[src/rtl/assert_macros.svh]
// Assertion macros shared by the calendar clock RTL.
// No dependencies; simulation builds see the assertions, synthesis sees empty bodies.
`ifndef ASSERT_MACROS_SVH
`define ASSERT_MACROS_SVH
`ifndef SYNTHESIS
// Property checked on every clock edge outside reset.
`define ASSERT_PROP(label, clk, rst, prop, msg) \
   label: assert property (@(posedge clk) disable iff (rst) (prop)) else $error(msg);
// Condition that must be true on every clock edge outside reset.
`define ASSERT_HOLDS(label, clk, rst, cond, msg) \
   label: assert property (@(posedge clk) disable iff (rst) (cond)) else $error(msg);
`else
`define ASSERT_PROP(label, clk, rst, prop, msg)
`define ASSERT_HOLDS(label, clk, rst, cond, msg)
`endif
`endif

[src/rtl/ccc_pkg.sv]
// Types, limits and the month length function of the calendar clock counter.
// No dependencies; used by calendar_clock_counter_core.
package ccc_pkg;

   typedef enum logic [2:0] {
      CMD_LOAD      = 3'd0,
      CMD_TICK_FWD  = 3'd1,
      CMD_TICK_BACK = 3'd2,
      CMD_ADJUST    = 3'd3,
      CMD_READ      = 3'd4
   } command_type;

   typedef enum logic [2:0] {
      FIELD_SECOND = 3'd0,
      FIELD_MINUTE = 3'd1,
      FIELD_HOUR   = 3'd2,
      FIELD_DAY    = 3'd3,
      FIELD_MONTH  = 3'd4,
      FIELD_YEAR   = 3'd5
   } field_type;

   localparam logic [5:0]  SECOND_MAX     = 6'd59;
   localparam logic [5:0]  MINUTE_MAX     = 6'd59;
   localparam logic [4:0]  HOUR_MAX       = 5'd23;
   localparam logic [4:0]  HOUR_ADJ_ONE   = 5'd20;
   localparam logic [7:0]  HOUR_DELTA_ONE = 8'd1;
   localparam logic [7:0]  HOUR_DELTA_TEN = 8'd10;
   localparam logic [4:0]  DAYS_LONG      = 5'd31;
   localparam logic [4:0]  DAYS_SHORT     = 5'd30;
   localparam logic [4:0]  DAYS_FEB_LEAP  = 5'd29;
   localparam logic [4:0]  DAYS_FEB       = 5'd28;
   localparam logic [3:0]  MONTH_FEB      = 4'd2;
   localparam logic [3:0]  MONTH_APR      = 4'd4;
   localparam logic [3:0]  MONTH_JUN      = 4'd6;
   localparam logic [3:0]  MONTH_SEP      = 4'd9;
   localparam logic [3:0]  MONTH_NOV      = 4'd11;
   localparam logic [3:0]  MONTH_MAX      = 4'd12;
   localparam logic [13:0] YEAR_MAX       = 14'd9999;
   localparam logic [13:0] YEAR_RESET     = 14'd2000;

   function automatic logic [4:0] month_len(input logic [3:0] month, input logic [13:0] year);
      logic [4:0] len;
      case (month) inside
         MONTH_FEB: len = (year[1:0] == 2'b00) ? DAYS_FEB_LEAP : DAYS_FEB;
         MONTH_APR, MONTH_JUN, MONTH_SEP, MONTH_NOV: len = DAYS_SHORT;
         default: len = DAYS_LONG;
      endcase
      return len;
   endfunction

endpackage

[src/rtl/calendar_clock_counter_core.sv]
// Calendar clock counter: command register stage followed by the calendar update.
// Depends on ccc_pkg and assert_macros.svh.
//
//   channel | direction | beat contents
//   --------+-----------+---------------------------------------------------
//   req     | in        | command, field select, delta and six load values
//   rsp     | out       | second, minute, hour, day, month, year after step
//
// One beat per cycle sustained while rsp_ready holds; each request is registered in
// the command stage, then applied to the calendar registers, which also serve as
// the result register.
// Reset sets 00:00:00 on day 1 of month 1 of year 2000 and empties both stages.
// A stalled result holds the calendar; the command stage still takes one more beat.
`include "assert_macros.svh"

module calendar_clock_counter_core (
   input  logic              clock,
   input  logic              reset,
   input  logic              req_valid,
   output logic              req_ready,
   input  logic [2:0]        req_command,
   input  logic [2:0]        req_field_select,
   input  logic signed [7:0] req_delta,
   input  logic [5:0]        req_load_second,
   input  logic [5:0]        req_load_minute,
   input  logic [4:0]        req_load_hour,
   input  logic [4:0]        req_load_day,
   input  logic [3:0]        req_load_month,
   input  logic [13:0]       req_load_year,
   output logic              rsp_valid,
   input  logic              rsp_ready,
   output logic [5:0]        rsp_second_now,
   output logic [5:0]        rsp_minute_now,
   output logic [4:0]        rsp_hour_now,
   output logic [4:0]        rsp_day_now,
   output logic [3:0]        rsp_month_now,
   output logic [13:0]       rsp_year_now
);

   logic              cmd_valid_ff, cmd_valid_in;
   logic [2:0]        cmd_ff;
   logic [2:0]        sel_ff;
   logic signed [7:0] delta_ff;
   logic [5:0]        ld_second_ff, ld_minute_ff;
   logic [4:0]        ld_hour_ff, ld_day_ff;
   logic [3:0]        ld_month_ff;
   logic [13:0]       ld_year_ff;

   logic              rsp_valid_ff, rsp_valid_in;
   logic [5:0]        second_ff, second_in;
   logic [5:0]        minute_ff, minute_in;
   logic [4:0]        hour_ff, hour_in;
   logic [4:0]        day_ff, day_in;
   logic [3:0]        month_ff, month_in;
   logic [13:0]       year_ff, year_in;

   logic              advance;
   logic              req_take;

   assign advance   = cmd_valid_ff && (!rsp_valid_ff || rsp_ready);
   assign req_ready = !cmd_valid_ff || advance;
   assign req_take  = req_valid && req_ready;

   assign cmd_valid_in = req_take ? 1'b1 : (advance ? 1'b0 : cmd_valid_ff);
   assign rsp_valid_in = advance ? 1'b1 : (rsp_ready ? 1'b0 : rsp_valid_ff);

   always_ff @(posedge clock) begin
      if (reset) begin
         cmd_valid_ff <= 1'b0;
      end else begin
         cmd_valid_ff <= cmd_valid_in;
      end
   end

   always_ff @(posedge clock) begin
      if (req_take) begin
         cmd_ff       <= req_command;
         sel_ff       <= req_field_select;
         delta_ff     <= req_delta;
         ld_second_ff <= req_load_second;
         ld_minute_ff <= req_load_minute;
         ld_hour_ff   <= req_load_hour;
         ld_day_ff    <= req_load_day;
         ld_month_ff  <= req_load_month;
         ld_year_ff   <= req_load_year;
      end
   end

   always_comb begin
      logic             sec_wrap, min_wrap, hour_wrap, day_wrap, month_wrap;
      logic [4:0]       cur_len, new_len;
      logic [3:0]       new_month;
      logic [13:0]      new_year;
      logic signed [8:0]  delta_9;
      logic signed [8:0]  sum_sec, sum_min, sum_hour, sum_day, sum_month;
      logic signed [15:0] sum_year;
      logic             over;

      second_in = second_ff;
      minute_in = minute_ff;
      hour_in   = hour_ff;
      day_in    = day_ff;
      month_in  = month_ff;
      year_in   = year_ff;

      sec_wrap   = 1'b0;
      min_wrap   = 1'b0;
      hour_wrap  = 1'b0;
      day_wrap   = 1'b0;
      month_wrap = 1'b0;
      new_month  = month_ff;
      new_year   = year_ff;
      new_len    = ccc_pkg::DAYS_LONG;
      over       = 1'b0;
      cur_len    = ccc_pkg::month_len(month_ff, year_ff);
      delta_9    = $signed({delta_ff[7], delta_ff});
      sum_sec    = $signed({3'b000, second_ff}) + delta_9;
      sum_min    = $signed({3'b000, minute_ff}) + delta_9;
      sum_hour   = $signed({4'b0000, hour_ff}) + delta_9;
      sum_day    = $signed({4'b0000, day_ff}) + delta_9;
      sum_month  = $signed({5'b00000, month_ff}) + delta_9;
      sum_year   = $signed({2'b00, year_ff}) + $signed({{8{delta_ff[7]}}, delta_ff});

      unique case (ccc_pkg::command_type'(cmd_ff))
         ccc_pkg::CMD_LOAD: begin
            second_in = (ld_second_ff > ccc_pkg::SECOND_MAX) ? ccc_pkg::SECOND_MAX
                                                             : ld_second_ff;
            minute_in = (ld_minute_ff > ccc_pkg::MINUTE_MAX) ? ccc_pkg::MINUTE_MAX
                                                             : ld_minute_ff;
            hour_in   = (ld_hour_ff > ccc_pkg::HOUR_MAX) ? ccc_pkg::HOUR_MAX : ld_hour_ff;
            if (ld_month_ff == 4'd0) begin
               new_month = 4'd1;
            end else if (ld_month_ff > ccc_pkg::MONTH_MAX) begin
               new_month = ccc_pkg::MONTH_MAX;
            end else begin
               new_month = ld_month_ff;
            end
            new_year = (ld_year_ff > ccc_pkg::YEAR_MAX) ? ccc_pkg::YEAR_MAX : ld_year_ff;
            new_len  = ccc_pkg::month_len(new_month, new_year);
            if (ld_day_ff == 5'd0) begin
               day_in = 5'd1;
            end else if (ld_day_ff > new_len) begin
               day_in = new_len;
            end else begin
               day_in = ld_day_ff;
            end
            month_in = new_month;
            year_in  = new_year;
         end
         ccc_pkg::CMD_TICK_FWD: begin
            sec_wrap   = (second_ff == ccc_pkg::SECOND_MAX);
            min_wrap   = sec_wrap && (minute_ff == ccc_pkg::MINUTE_MAX);
            hour_wrap  = min_wrap && (hour_ff == ccc_pkg::HOUR_MAX);
            day_wrap   = hour_wrap && (day_ff >= cur_len);
            month_wrap = day_wrap && (month_ff >= ccc_pkg::MONTH_MAX);
            second_in  = sec_wrap ? 6'd0 : 6'(second_ff + 6'd1);
            if (sec_wrap) begin
               minute_in = min_wrap ? 6'd0 : 6'(minute_ff + 6'd1);
            end
            if (min_wrap) begin
               hour_in = hour_wrap ? 5'd0 : 5'(hour_ff + 5'd1);
            end
            if (hour_wrap) begin
               day_in = day_wrap ? 5'd1 : 5'(day_ff + 5'd1);
            end
            if (day_wrap) begin
               month_in = month_wrap ? 4'd1 : 4'(month_ff + 4'd1);
            end
            if (month_wrap && (year_ff < ccc_pkg::YEAR_MAX)) begin
               year_in = 14'(year_ff + 14'd1);
            end
         end
         ccc_pkg::CMD_TICK_BACK: begin
            sec_wrap  = (second_ff == 6'd0);
            min_wrap  = sec_wrap && (minute_ff == 6'd0);
            hour_wrap = min_wrap && (hour_ff == 5'd0);
            day_wrap  = hour_wrap && (day_ff <= 5'd1);
            second_in = sec_wrap ? ccc_pkg::SECOND_MAX : 6'(second_ff - 6'd1);
            if (sec_wrap) begin
               minute_in = min_wrap ? ccc_pkg::MINUTE_MAX : 6'(minute_ff - 6'd1);
            end
            if (min_wrap) begin
               hour_in = hour_wrap ? ccc_pkg::HOUR_MAX : 5'(hour_ff - 5'd1);
            end
            if (day_wrap) begin
               month_wrap = (month_ff <= 4'd1);
               new_month  = month_wrap ? ccc_pkg::MONTH_MAX : 4'(month_ff - 4'd1);
               new_year   = (month_wrap && (year_ff != 14'd0)) ? 14'(year_ff - 14'd1)
                                                                 : year_ff;
               month_in   = new_month;
               year_in    = new_year;
               day_in     = ccc_pkg::month_len(new_month, new_year);
            end else if (hour_wrap) begin
               day_in = 5'(day_ff - 5'd1);
            end
         end
         ccc_pkg::CMD_ADJUST: begin
            unique case (sel_ff)
               ccc_pkg::FIELD_SECOND: begin
                  over = !sum_sec[8] && (sum_sec[7:0] > {2'b00, ccc_pkg::SECOND_MAX});
                  second_in = (over || sum_sec[8]) ? 6'd0 : sum_sec[5:0];
               end
               ccc_pkg::FIELD_MINUTE: begin
                  over = !sum_min[8] && (sum_min[7:0] > {2'b00, ccc_pkg::MINUTE_MAX});
                  minute_in = (over || sum_min[8]) ? 6'd0 : sum_min[5:0];
               end
               ccc_pkg::FIELD_HOUR: begin
                  over = !sum_hour[8] && (sum_hour[7:0] > {3'b000, ccc_pkg::HOUR_MAX});
                  if (over && (delta_ff == ccc_pkg::HOUR_DELTA_TEN)) begin
                     hour_in = 5'd0;
                  end else if (over && (delta_ff == ccc_pkg::HOUR_DELTA_ONE)) begin
                     hour_in = ccc_pkg::HOUR_ADJ_ONE;
                  end else if (sum_hour[8]) begin
                     hour_in = 5'd0;
                  end else if (over) begin
                     hour_in = ccc_pkg::HOUR_MAX;
                  end else begin
                     hour_in = sum_hour[4:0];
                  end
               end
               ccc_pkg::FIELD_DAY: begin
                  if (!sum_day[8] && (sum_day[7:0] > {3'b000, cur_len})) begin
                     day_in = 5'd1;
                  end else if (sum_day[8] || (sum_day[7:0] == 8'd0)) begin
                     day_in = cur_len;
                  end else begin
                     day_in = sum_day[4:0];
                  end
               end
               ccc_pkg::FIELD_MONTH: begin
                  if (!sum_month[8] && (sum_month[7:0] > {4'b0000, ccc_pkg::MONTH_MAX})) begin
                     new_month = 4'd1;
                  end else if (sum_month[8] || (sum_month[7:0] == 8'd0)) begin
                     new_month = ccc_pkg::MONTH_MAX;
                  end else begin
                     new_month = sum_month[3:0];
                  end
                  new_len  = ccc_pkg::month_len(new_month, year_ff);
                  month_in = new_month;
                  day_in   = (day_ff > new_len) ? new_len : day_ff;
               end
               ccc_pkg::FIELD_YEAR: begin
                  if (sum_year[15]) begin
                     year_in = 14'd0;
                  end else if (sum_year[14:0] > {1'b0, ccc_pkg::YEAR_MAX}) begin
                     year_in = ccc_pkg::YEAR_MAX;
                  end else begin
                     year_in = sum_year[13:0];
                  end
               end
               default: begin
               end
            endcase
         end
         default: begin
         end
      endcase
   end

   always_ff @(posedge clock) begin
      if (reset) begin
         rsp_valid_ff <= 1'b0;
         second_ff    <= 6'd0;
         minute_ff    <= 6'd0;
         hour_ff      <= 5'd0;
         day_ff       <= 5'd1;
         month_ff     <= 4'd1;
         year_ff      <= ccc_pkg::YEAR_RESET;
      end else begin
         rsp_valid_ff <= rsp_valid_in;
         if (advance) begin
            second_ff <= second_in;
            minute_ff <= minute_in;
            hour_ff   <= hour_in;
            day_ff    <= day_in;
            month_ff  <= month_in;
            year_ff   <= year_in;
         end
      end
   end

   assign rsp_valid      = rsp_valid_ff;
   assign rsp_second_now = second_ff;
   assign rsp_minute_now = minute_ff;
   assign rsp_hour_now   = hour_ff;
   assign rsp_day_now    = day_ff;
   assign rsp_month_now  = month_ff;
   assign rsp_year_now   = year_ff;

   `ASSERT_HOLDS(a_time_in_range, clock, reset,
                 (second_ff <= ccc_pkg::SECOND_MAX) && (minute_ff <= ccc_pkg::MINUTE_MAX)
                 && (hour_ff <= ccc_pkg::HOUR_MAX),
                 "time of day left its range")
   `ASSERT_HOLDS(a_date_in_range, clock, reset,
                 (day_ff >= 5'd1) && (month_ff >= 4'd1) && (month_ff <= ccc_pkg::MONTH_MAX)
                 && (year_ff <= ccc_pkg::YEAR_MAX),
                 "date left its range")
   `ASSERT_PROP(a_calendar_only_on_advance, clock, reset,
                !advance |=> $stable({second_ff, minute_ff, hour_ff, day_ff, month_ff, year_ff}),
                "calendar changed without a command")
   `ASSERT_PROP(a_advance_gives_result, clock, reset, advance |=> rsp_valid_ff,
                "applied command produced no result")
   `ASSERT_PROP(a_full_blocks_request, clock, reset,
                (cmd_valid_ff && rsp_valid_ff && !rsp_ready) |-> !req_ready,
                "request taken while both stages are full")

endmodule
[config.mk]
export PLATFORM = sky130hd
export DESIGN_NAME = calendar_clock_counter_core
export DESIGN_NICKNAME = d
export VERILOG_FILES = /design/src/rtl/ccc_pkg.sv /design/src/rtl/calendar_clock_counter_core.sv
export VERILOG_INCLUDE_DIRS = /design/src /design/src/rtl
export SDC_FILE = /design/constraint.sdc
export NUM_CORES = 1
export LEC_CHECK = 0
export CAP_MARGIN = 40
export CELL_PAD_IN_SITES_DETAIL_PLACEMENT = 0
export CELL_PAD_IN_SITES_GLOBAL_PLACEMENT = 1
export CORE_ASPECT_RATIO = 0.75
export CORE_UTILIZATION = 49
export CTS_CLUSTER_DIAMETER = 150
export DETAILED_ROUTE_END_ITERATION = 6
export DONT_BUFFER_PORTS = 1
export PLACE_DENSITY = 0.89
export SETUP_SLACK_MARGIN = 0.1
export SLEW_MARGIN = 20
export SYNTH_ARGS = -nofsm -noshare
export SYNTH_HDL_FRONTEND = slang
export SYNTH_SLANG_ARGS = --single-unit
[constraint.sdc]
create_clock -name clock -period 4.68 [get_ports clock]
set_input_delay 0.468 -clock clock [delete_from_list [all_inputs] [get_ports clock]]
set_output_delay 0.468 -clock clock [all_outputs]
set_load 0.01 [all_outputs]
==> results of run 1 <==
## metrics by stage
step,total power (W),area (um2)
detailed placement,0.00166,9010
global placement,0.00166,9010
finish,0.00250,9360
global route,0.00259,9360
floorplan,0.00148,8650
CTS,0.00248,9330
## critical path, stage by stage, from the launching register on
cell and delay, ns:
edfxtp_1 0.36, ha_1 0.17, inv_1 0.05, fa_1 0.42, nand2b_1 0.17, a2111oi_1 0.35, mux2i_1 0.13, o32a_1 0.42
nor2_1 0.19, nand2_1 0.09, nor3_1 0.21, ha_1 0.27, a2111oi_1 0.40, or3_1 0.17, nand4_1 0.12, buf_4 0.22
a221o_1 0.25, a21oi_1 0.14, a31oi_1 0.09
## final cells by class
cell class                 instances  area (um2)
fill                            1629        7670
multi-input combinational        848        5820
sequential                        96        2460
timing repair buffer              41         315
tap                              236         295
clock buffer                       9         225
inverter                          40         150
clock inverter                     7        95.1
antenna                            1        2.50
## cells by family (layout without fill, tap and decap cells)
family	after synthesis	in the layout
AO/OA/AOI/OAI	361	361
XOR/XNOR	46	46
adder cells (fa/ha/maj)	70	70
buffers and inverters	95	97
flip-flops	96	96
multiplexers	7	7
other	0	1
AND/OR/NAND/NOR	364	364
## sequential cells by signal (all words and copies together) (netlist names), 4 cells and up
name / cells
ld_month_ff: 4
ld_second_ff: 6
ld_year_ff: 14
rsp_hour_now: 5
ld_minute_ff: 6
rsp_minute_now: 6
rsp_month_now: 4
rsp_year_now: 14
ld_day_ff: 5
rsp_day_now: 5
rsp_second_now: 6
delta_ff: 8
ld_hour_ff: 5
## metal layers
layer,global-route usage (%),share of wire [%],vias to the layer above,wire [um]
met5,0,0,-,0
met4,8.69,2.0,0,570
met3,11.2,13,57,3730
met2,41.9,38,540,10800
met1,48.0,47,4066,13600
li1,-,-,3999,-
## cells in the mapped netlist, drive strengths merged, types with 7 or more instances
cell type  instances
nor3b              8
a221o             13
clkbuf            39
edfxtp            54
and2               8
nor2b              8
buf               16
a21o              25
o21ai             57
xor2              18
o221ai             8
ha                64
and3              15
o31ai             13
nand2             61
a211oi            18
nor2             105
nand4             12
dfxtp             42
nand3             39
nand2b            12
or3               10
a2111oi           14
a21oi             97
inv               39
xnor2             28
a31oi             12
or2                7
o211ai            15
nor3              38
o22ai             12
a221oi             8
nor4              17
## repair_timing
action / 4_1_cts / 5_1_grt
gates resized for setup: 0 / 2
setup buffers: 0 / 1
endpoints found under the hold margin: 0 / 0
endpoints found under the setup margin: 0 / 5
## worst max path at each step
stage                                             start                     endpoint  slack [ns]  cells after the start
after detailed placement  rsp_month_now[0]$_SDFFE_PP1P_  rsp_day_now[1]$_SDFFE_PP0P_        0.20                     17
after CTS                 rsp_month_now[0]$_SDFFE_PP1P_  rsp_day_now[1]$_SDFFE_PP0P_        0.21                     17
final                             delta_ff[0]$_DFFE_PP_  rsp_day_now[1]$_SDFFE_PP0P_        0.34                     18
after floorplan                   delta_ff[1]$_DFFE_PP_  rsp_day_now[1]$_SDFFE_PP0P_        0.43                     16
after global placement            delta_ff[0]$_DFFE_PP_  rsp_day_now[1]$_SDFFE_PP0P_        0.34                     17
after global routing              delta_ff[0]$_DFFE_PP_  rsp_day_now[1]$_SDFFE_PP0P_        0.06                     18
## where the power goes
group | switching [W] | leakage, nW | internal (W)
registers | 0.0000658 | 0.870 | 0.000939
logic | 0.000428 | 2.58 | 0.000243
clock network | 0.000392 | 0.158 | 0.000433
==> qor.yml, run 1 <==
die_h_um: 117
fin_cells: 1278
hold_viol: 0
synth-async-reset-ratio_pct: 0
synth.top_cell.area_share_pct: 18.7
synth.mux.area_fraction_pct: 0.839
port_buffers: 0
cp-start-kind: "register"
yosys.area_share.xor_xnor_pct: 4.66
r2r_end: "rsp_day_now[1]$_SDFFE_PP0P_"
via_count: 8662
status: "completed"
min_path_type: "in -> reg"
reg2reg_depth: 18
fmax_mhz: 231
worstSetupPathType: "reg -> reg"
endpoint_kind: "register"
rows: 41
dp_cells: 1258
clockRootBuffer: "clkbuf_16"
critPathMaxFanout: 10
syn_area_um2: 8650
yosysSeqAreaShare_pct: 28.5
synth_area_leaders: "edfxtp_1, dfxtp_1, ha_1"
cts_tree: "done"
layout-drive-gt1-share_pct: 8.55
clock_latency_ns: 0.38
grt_pass1_wl_mm: 43.7
first_pass_iters: 5
relSlewSlack_pct: 42.0
antenna_found_initial: 1
worst_slack_ns: 0.343
final_core_util_pct: 55.0
start_util_pct: 50.8
die-area_um2: 18200
r2r-start: "delta_ff[0]$_DFFE_PP_"
grt_pass1_vias: 7476
place.gp.congestion: 0.979
clock_path_buffers: 2
syn_to_final_growth_pct: 8.23
path_clk_slew_ns: 0.09
tns_ns: 0
track_usage_pct: 31.9
final_common_cell: "nor2_1"
synth_top_family_by_area: "compound AO/OA/AOI/OAI gates"
dp_slack_ns: 0.205
reg2reg_slack_ns: 0.34
dp.final_hpwl_mm: 21.5
cp.arrival_ns: 4.59
yosysWarnings: 0
die_x_um: 155
tightest_slew_ns: 0.864
grt_setup_unrepaired: "false"
syn_nets: 1167
h-tree-depth: 3
period_needed_ns: 4.34
totalWireLength_mm: 28.7
hold_end: "rsp_month_now[1]$_SDFFE_PP0P_"
synth-compound-area-share_pct: 29.0
hold_depth: 1
max-vdd-ir-drop_uv: 322
drc: 0
slew_violations: 0
grt-ovfl-total: 0
nets: 1164
max_cap_violations: 0
yosysUniqueCellTypes: 88
io_pins: 100
holdWs_ns: 0.177
synthCells: 1039
final_cell_mix: "nor2_1, a21oi_1, ha_1"
synth_flop_cell: "edfxtp_1"
fin_crit_sh_pct: 92.7
synth-seq-cells: 96
routedWlPerCell_um: 22.5
synth_top_area_cell: "edfxtp_1"
clock_skew_ns: 0.0190
hold_path_startpoint: "reset"
avgSynthCellArea_um2: 8.33
synth-simple-area-share_pct: 21.9
crit_required_ns: 4.93
power_density_nw_per_um2: 267
final-setup-viol-count: 0
postCtsHoldBufs: 0
cts_sinks: 96
cts_buffers: 9
ant_nets: 0
synth-adder-area-share_pct: 10.6
synth_edf_count: 54
drtIter0Drc: 1213
core_area_um2: 17000
p_leak_nw: 3.60
grt_max_degree: 43
routed_via_density: 6.78
Note: power is estimated with default switching activity, not from simulation.
==> run 2: changes to the inputs <==
--- a/config.mk
+++ b/config.mk
@@ -10,11 +10,11 @@
 export CELL_PAD_IN_SITES_DETAIL_PLACEMENT = 0
 export CELL_PAD_IN_SITES_GLOBAL_PLACEMENT = 1
 export CORE_ASPECT_RATIO = 0.75
-export CORE_UTILIZATION = 49
+export CORE_UTILIZATION = 53
 export CTS_CLUSTER_DIAMETER = 150
 export DETAILED_ROUTE_END_ITERATION = 6
 export DONT_BUFFER_PORTS = 1
-export PLACE_DENSITY = 0.89
+export PLACE_DENSITY = 0.95
 export SETUP_SLACK_MARGIN = 0.1
 export SLEW_MARGIN = 20
 export SYNTH_ARGS = -nofsm -noshare
==> constraint.sdc (replaced) <==
create_clock -name clock -period 5.01 [get_ports clock]
set_input_delay 0.501 -clock clock [delete_from_list [all_inputs] [get_ports clock]]
set_output_delay 0.501 -clock clock [all_outputs]
set_load 0.01 [all_outputs]
==> run 2 against run 1 <==
Total power shrank 9.3%. Via count fell by 1.2%. Largest power group unchanged. Global-route usage increased by 1.8 points.
==> qor.yml, run 2 (synthesized netlist as in run 1, its figures left out) <==
grt_pass1_vias: 7611  # +1.8%
clock_latency_ns: 0.36  # -0.02 ns
clock_skew_ns: 0.0188  # -0.000117 ns
path_clk_slew_ns: 0.08  # about the same
cp-start-kind: "register"
p_leak_nw: 3.53  # -1.9%
routedWlPerCell_um: 22.7  # +0.83%
switching_share_pct: 34.9  # -0.53 points
hold_viol: 0  # unchanged
worstSetupPathType: "reg -> reg"
rows: 40  # -2.4%
period_needed_ns: 4.40  # +0.0630 ns
die_h_um: 113  # -3.8%
p_seq_share_pct: 42.2  # +2.0 points
ant_nets: 0  # unchanged
h-tree-depth: 3  # unchanged
drtIter0Drc: 1063  # -12%
place.gp.congestion: 0.974  # -0.52%
clock_path_buffers: 2  # unchanged
max_cap_violations: 0  # unchanged
fill_cells: 1482  # -9.0%
max-vdd-ir-drop_uv: 235  # -27%
final-setup-viol-count: 0  # unchanged
routed_via_density: 6.89  # +1.7%
syn_to_final_growth_pct: 6.62
postCtsHoldBufs: 0  # unchanged
tns_ns: 0  # unchanged
fmax_mhz: 227  # -1.4%
dp.final_hpwl_mm: 20.8  # -3.4%
power_density_nw_per_um2: 246  # -8.0%
die-area_um2: 16800  # -7.4%
relSlewSlack_pct: 42.8  # +0.81 points
min_path_type: "in -> reg"
final_cell_mix: "nor2_1, a21oi_1, ha_1"
grt_pass1_wl_mm: 43.3  # -1.1%
antenna_found_initial: 1  # unchanged
cp.arrival_ns: 4.63  # +0.04 ns
grt-ovfl-total: 0  # unchanged
die_x_um: 150  # -3.8%
layout-drive-gt1-share_pct: 7.66  # -0.89 points
tightest_slew_ns: 0.858  # -0.00553 ns
endpoint_kind: "register"
critPathMaxFanout: 8  # -2
placed_cell_area_um2: 8880  # -1.4%
start_util_pct: 54.2  # +3.4 points
status: "completed"
via_count: 8558  # -1.2%
slew_violations: 0  # unchanged
totalWireLength_mm: 28.2  # -2.0%
crit_required_ns: 5.24  # +0.31 ns
core_area_um2: 16000  # -6.3%
p_int_w: 0.00148  # -8.6%
p_sw_w: 0.000791  # -11%
cts_tree: "done"
grt_setup_unrepaired: "false"
combPwrFrac_pct: 26.6  # -0.2 points
clkPwrFrac_pct: 31.3  # -1.7 points
nets: 1154  # -0.86%
final_common_cell: "nor2_1"
stdcell_area_um2: 9220  # -1.5%
cts_buffers: 9  # unchanged
track_usage_pct: 33.7  # +1.8 points
first_pass_iters: 6  # +1
fin_crit_sh_pct: 87.8  # -4.8 points
clockRootBuffer: "clkbuf_16"
cts_sinks: 96  # unchanged
grt_max_degree: 55  # +28%
drc: 0  # unchanged
port_buffers: 0  # unchanged
io_pins: 100  # unchanged
run 2: cell count changes in the layout (fill, tap and decap cells not counted), sizes merged:
| cell | delta |
|---|---|
| clkbuf | +3 |
| inv | -3 |
| clkinvlp | +2 |
| buf | -11 |
| bufinv | -1 |
run 2: final cells by class:
cell class | count | area, um2 | area share, %
Antenna cell | 1 | 2.50 | 0.0271
Clock buffer | 11 | 254 | 2.75
Clock inverter | 5 | 46.3 | 0.502
Inverter | 40 | 150 | 1.63
Multi-Input combinational cell | 848 | 5810 | 63.0
Sequential cell | 96 | 2460 | 26.7
Tap cell | 210 | 263 | 2.85
Timing Repair Buffer | 31 | 230 | 2.50
run 2: per-stage QoR:
stage | setup slack [ns] | total power [W] | hold slack, ns | instances | utilization, %
floorplan | 0.759 | 0.00138 | 0.492 | 1039 | -
global placement | 0.562 | 0.00154 | 0.542 | 1219 | 55.6
detailed placement | 0.370 | 0.00154 | 0.556 | 1219 | 55.6
CTS | 0.352 | 0.00225 | 0.192 | 1235 | 57.5
global route | 0.243 | 0.00236 | 0.195 | 1241 | 57.8
finish | 0.610 | 0.00227 | 0.202 | 1242 | 57.8
run 2: worst paths after layout:
path,startpoint,endpoint,cells past startpoint,slack [ns]
max,rsp_month_now[1]$_SDFFE_PP0P_,rsp_day_now[1]$_SDFFE_PP0P_,17,0.61
max reg2reg,rsp_month_now[1]$_SDFFE_PP0P_,rsp_day_now[1]$_SDFFE_PP0P_,17,0.61
min,reset,rsp_year_now[13]$_SDFFE_PP0P_,1,0.20
min reg2reg,rsp_month_now[1]$_SDFFE_PP0P_,rsp_month_now[1]$_SDFFE_PP0P_,2,0.54
run 2: power by group through the flow:
stage | clock network (W) | logic (W) | registers (W)
3_5_place_dp | 0 | 0.000572 | 0.000971
6_report | 0.000709 | 0.000602 | 0.000956
3_3_place_gp | 0 | 0.000566 | 0.000969
4_1_cts | 0.000717 | 0.000576 | 0.000953
5_1_grt | 0.000746 | 0.000653 | 0.000961
2_1_floorplan | 0 | 0.000443 | 0.000936
run 2: repair_timing:
item	4_1_cts	5_1_grt
setup endpoints to repair	0	5
resized for setup	0	1
setup buffers	0	5
run 2: critical path, stage by stage (launching register included):
cell       delay (ns)
dfxtp_2          0.43
inv_1            0.13
fa_1             0.49
nand2b_1         0.16
a2111oi_0        0.44
mux2i_1          0.14
o32a_1           0.41
nor2_1           0.19
nand2_1          0.09
nor3_1           0.21
ha_1             0.27
a2111oi_0        0.38
or3_1            0.17
nand4_1          0.11
buf_4            0.20
a221o_1          0.25
a21oi_1          0.11
a31oi_1          0.09
run 2: per-layer routing:
metal  global-route usage [%]  part of all wire [%]
met1                     49.9                    45
met2                     44.5                    39
met3                     13.3                    14
met4                     8.44                   1.8
met5                        0                     0
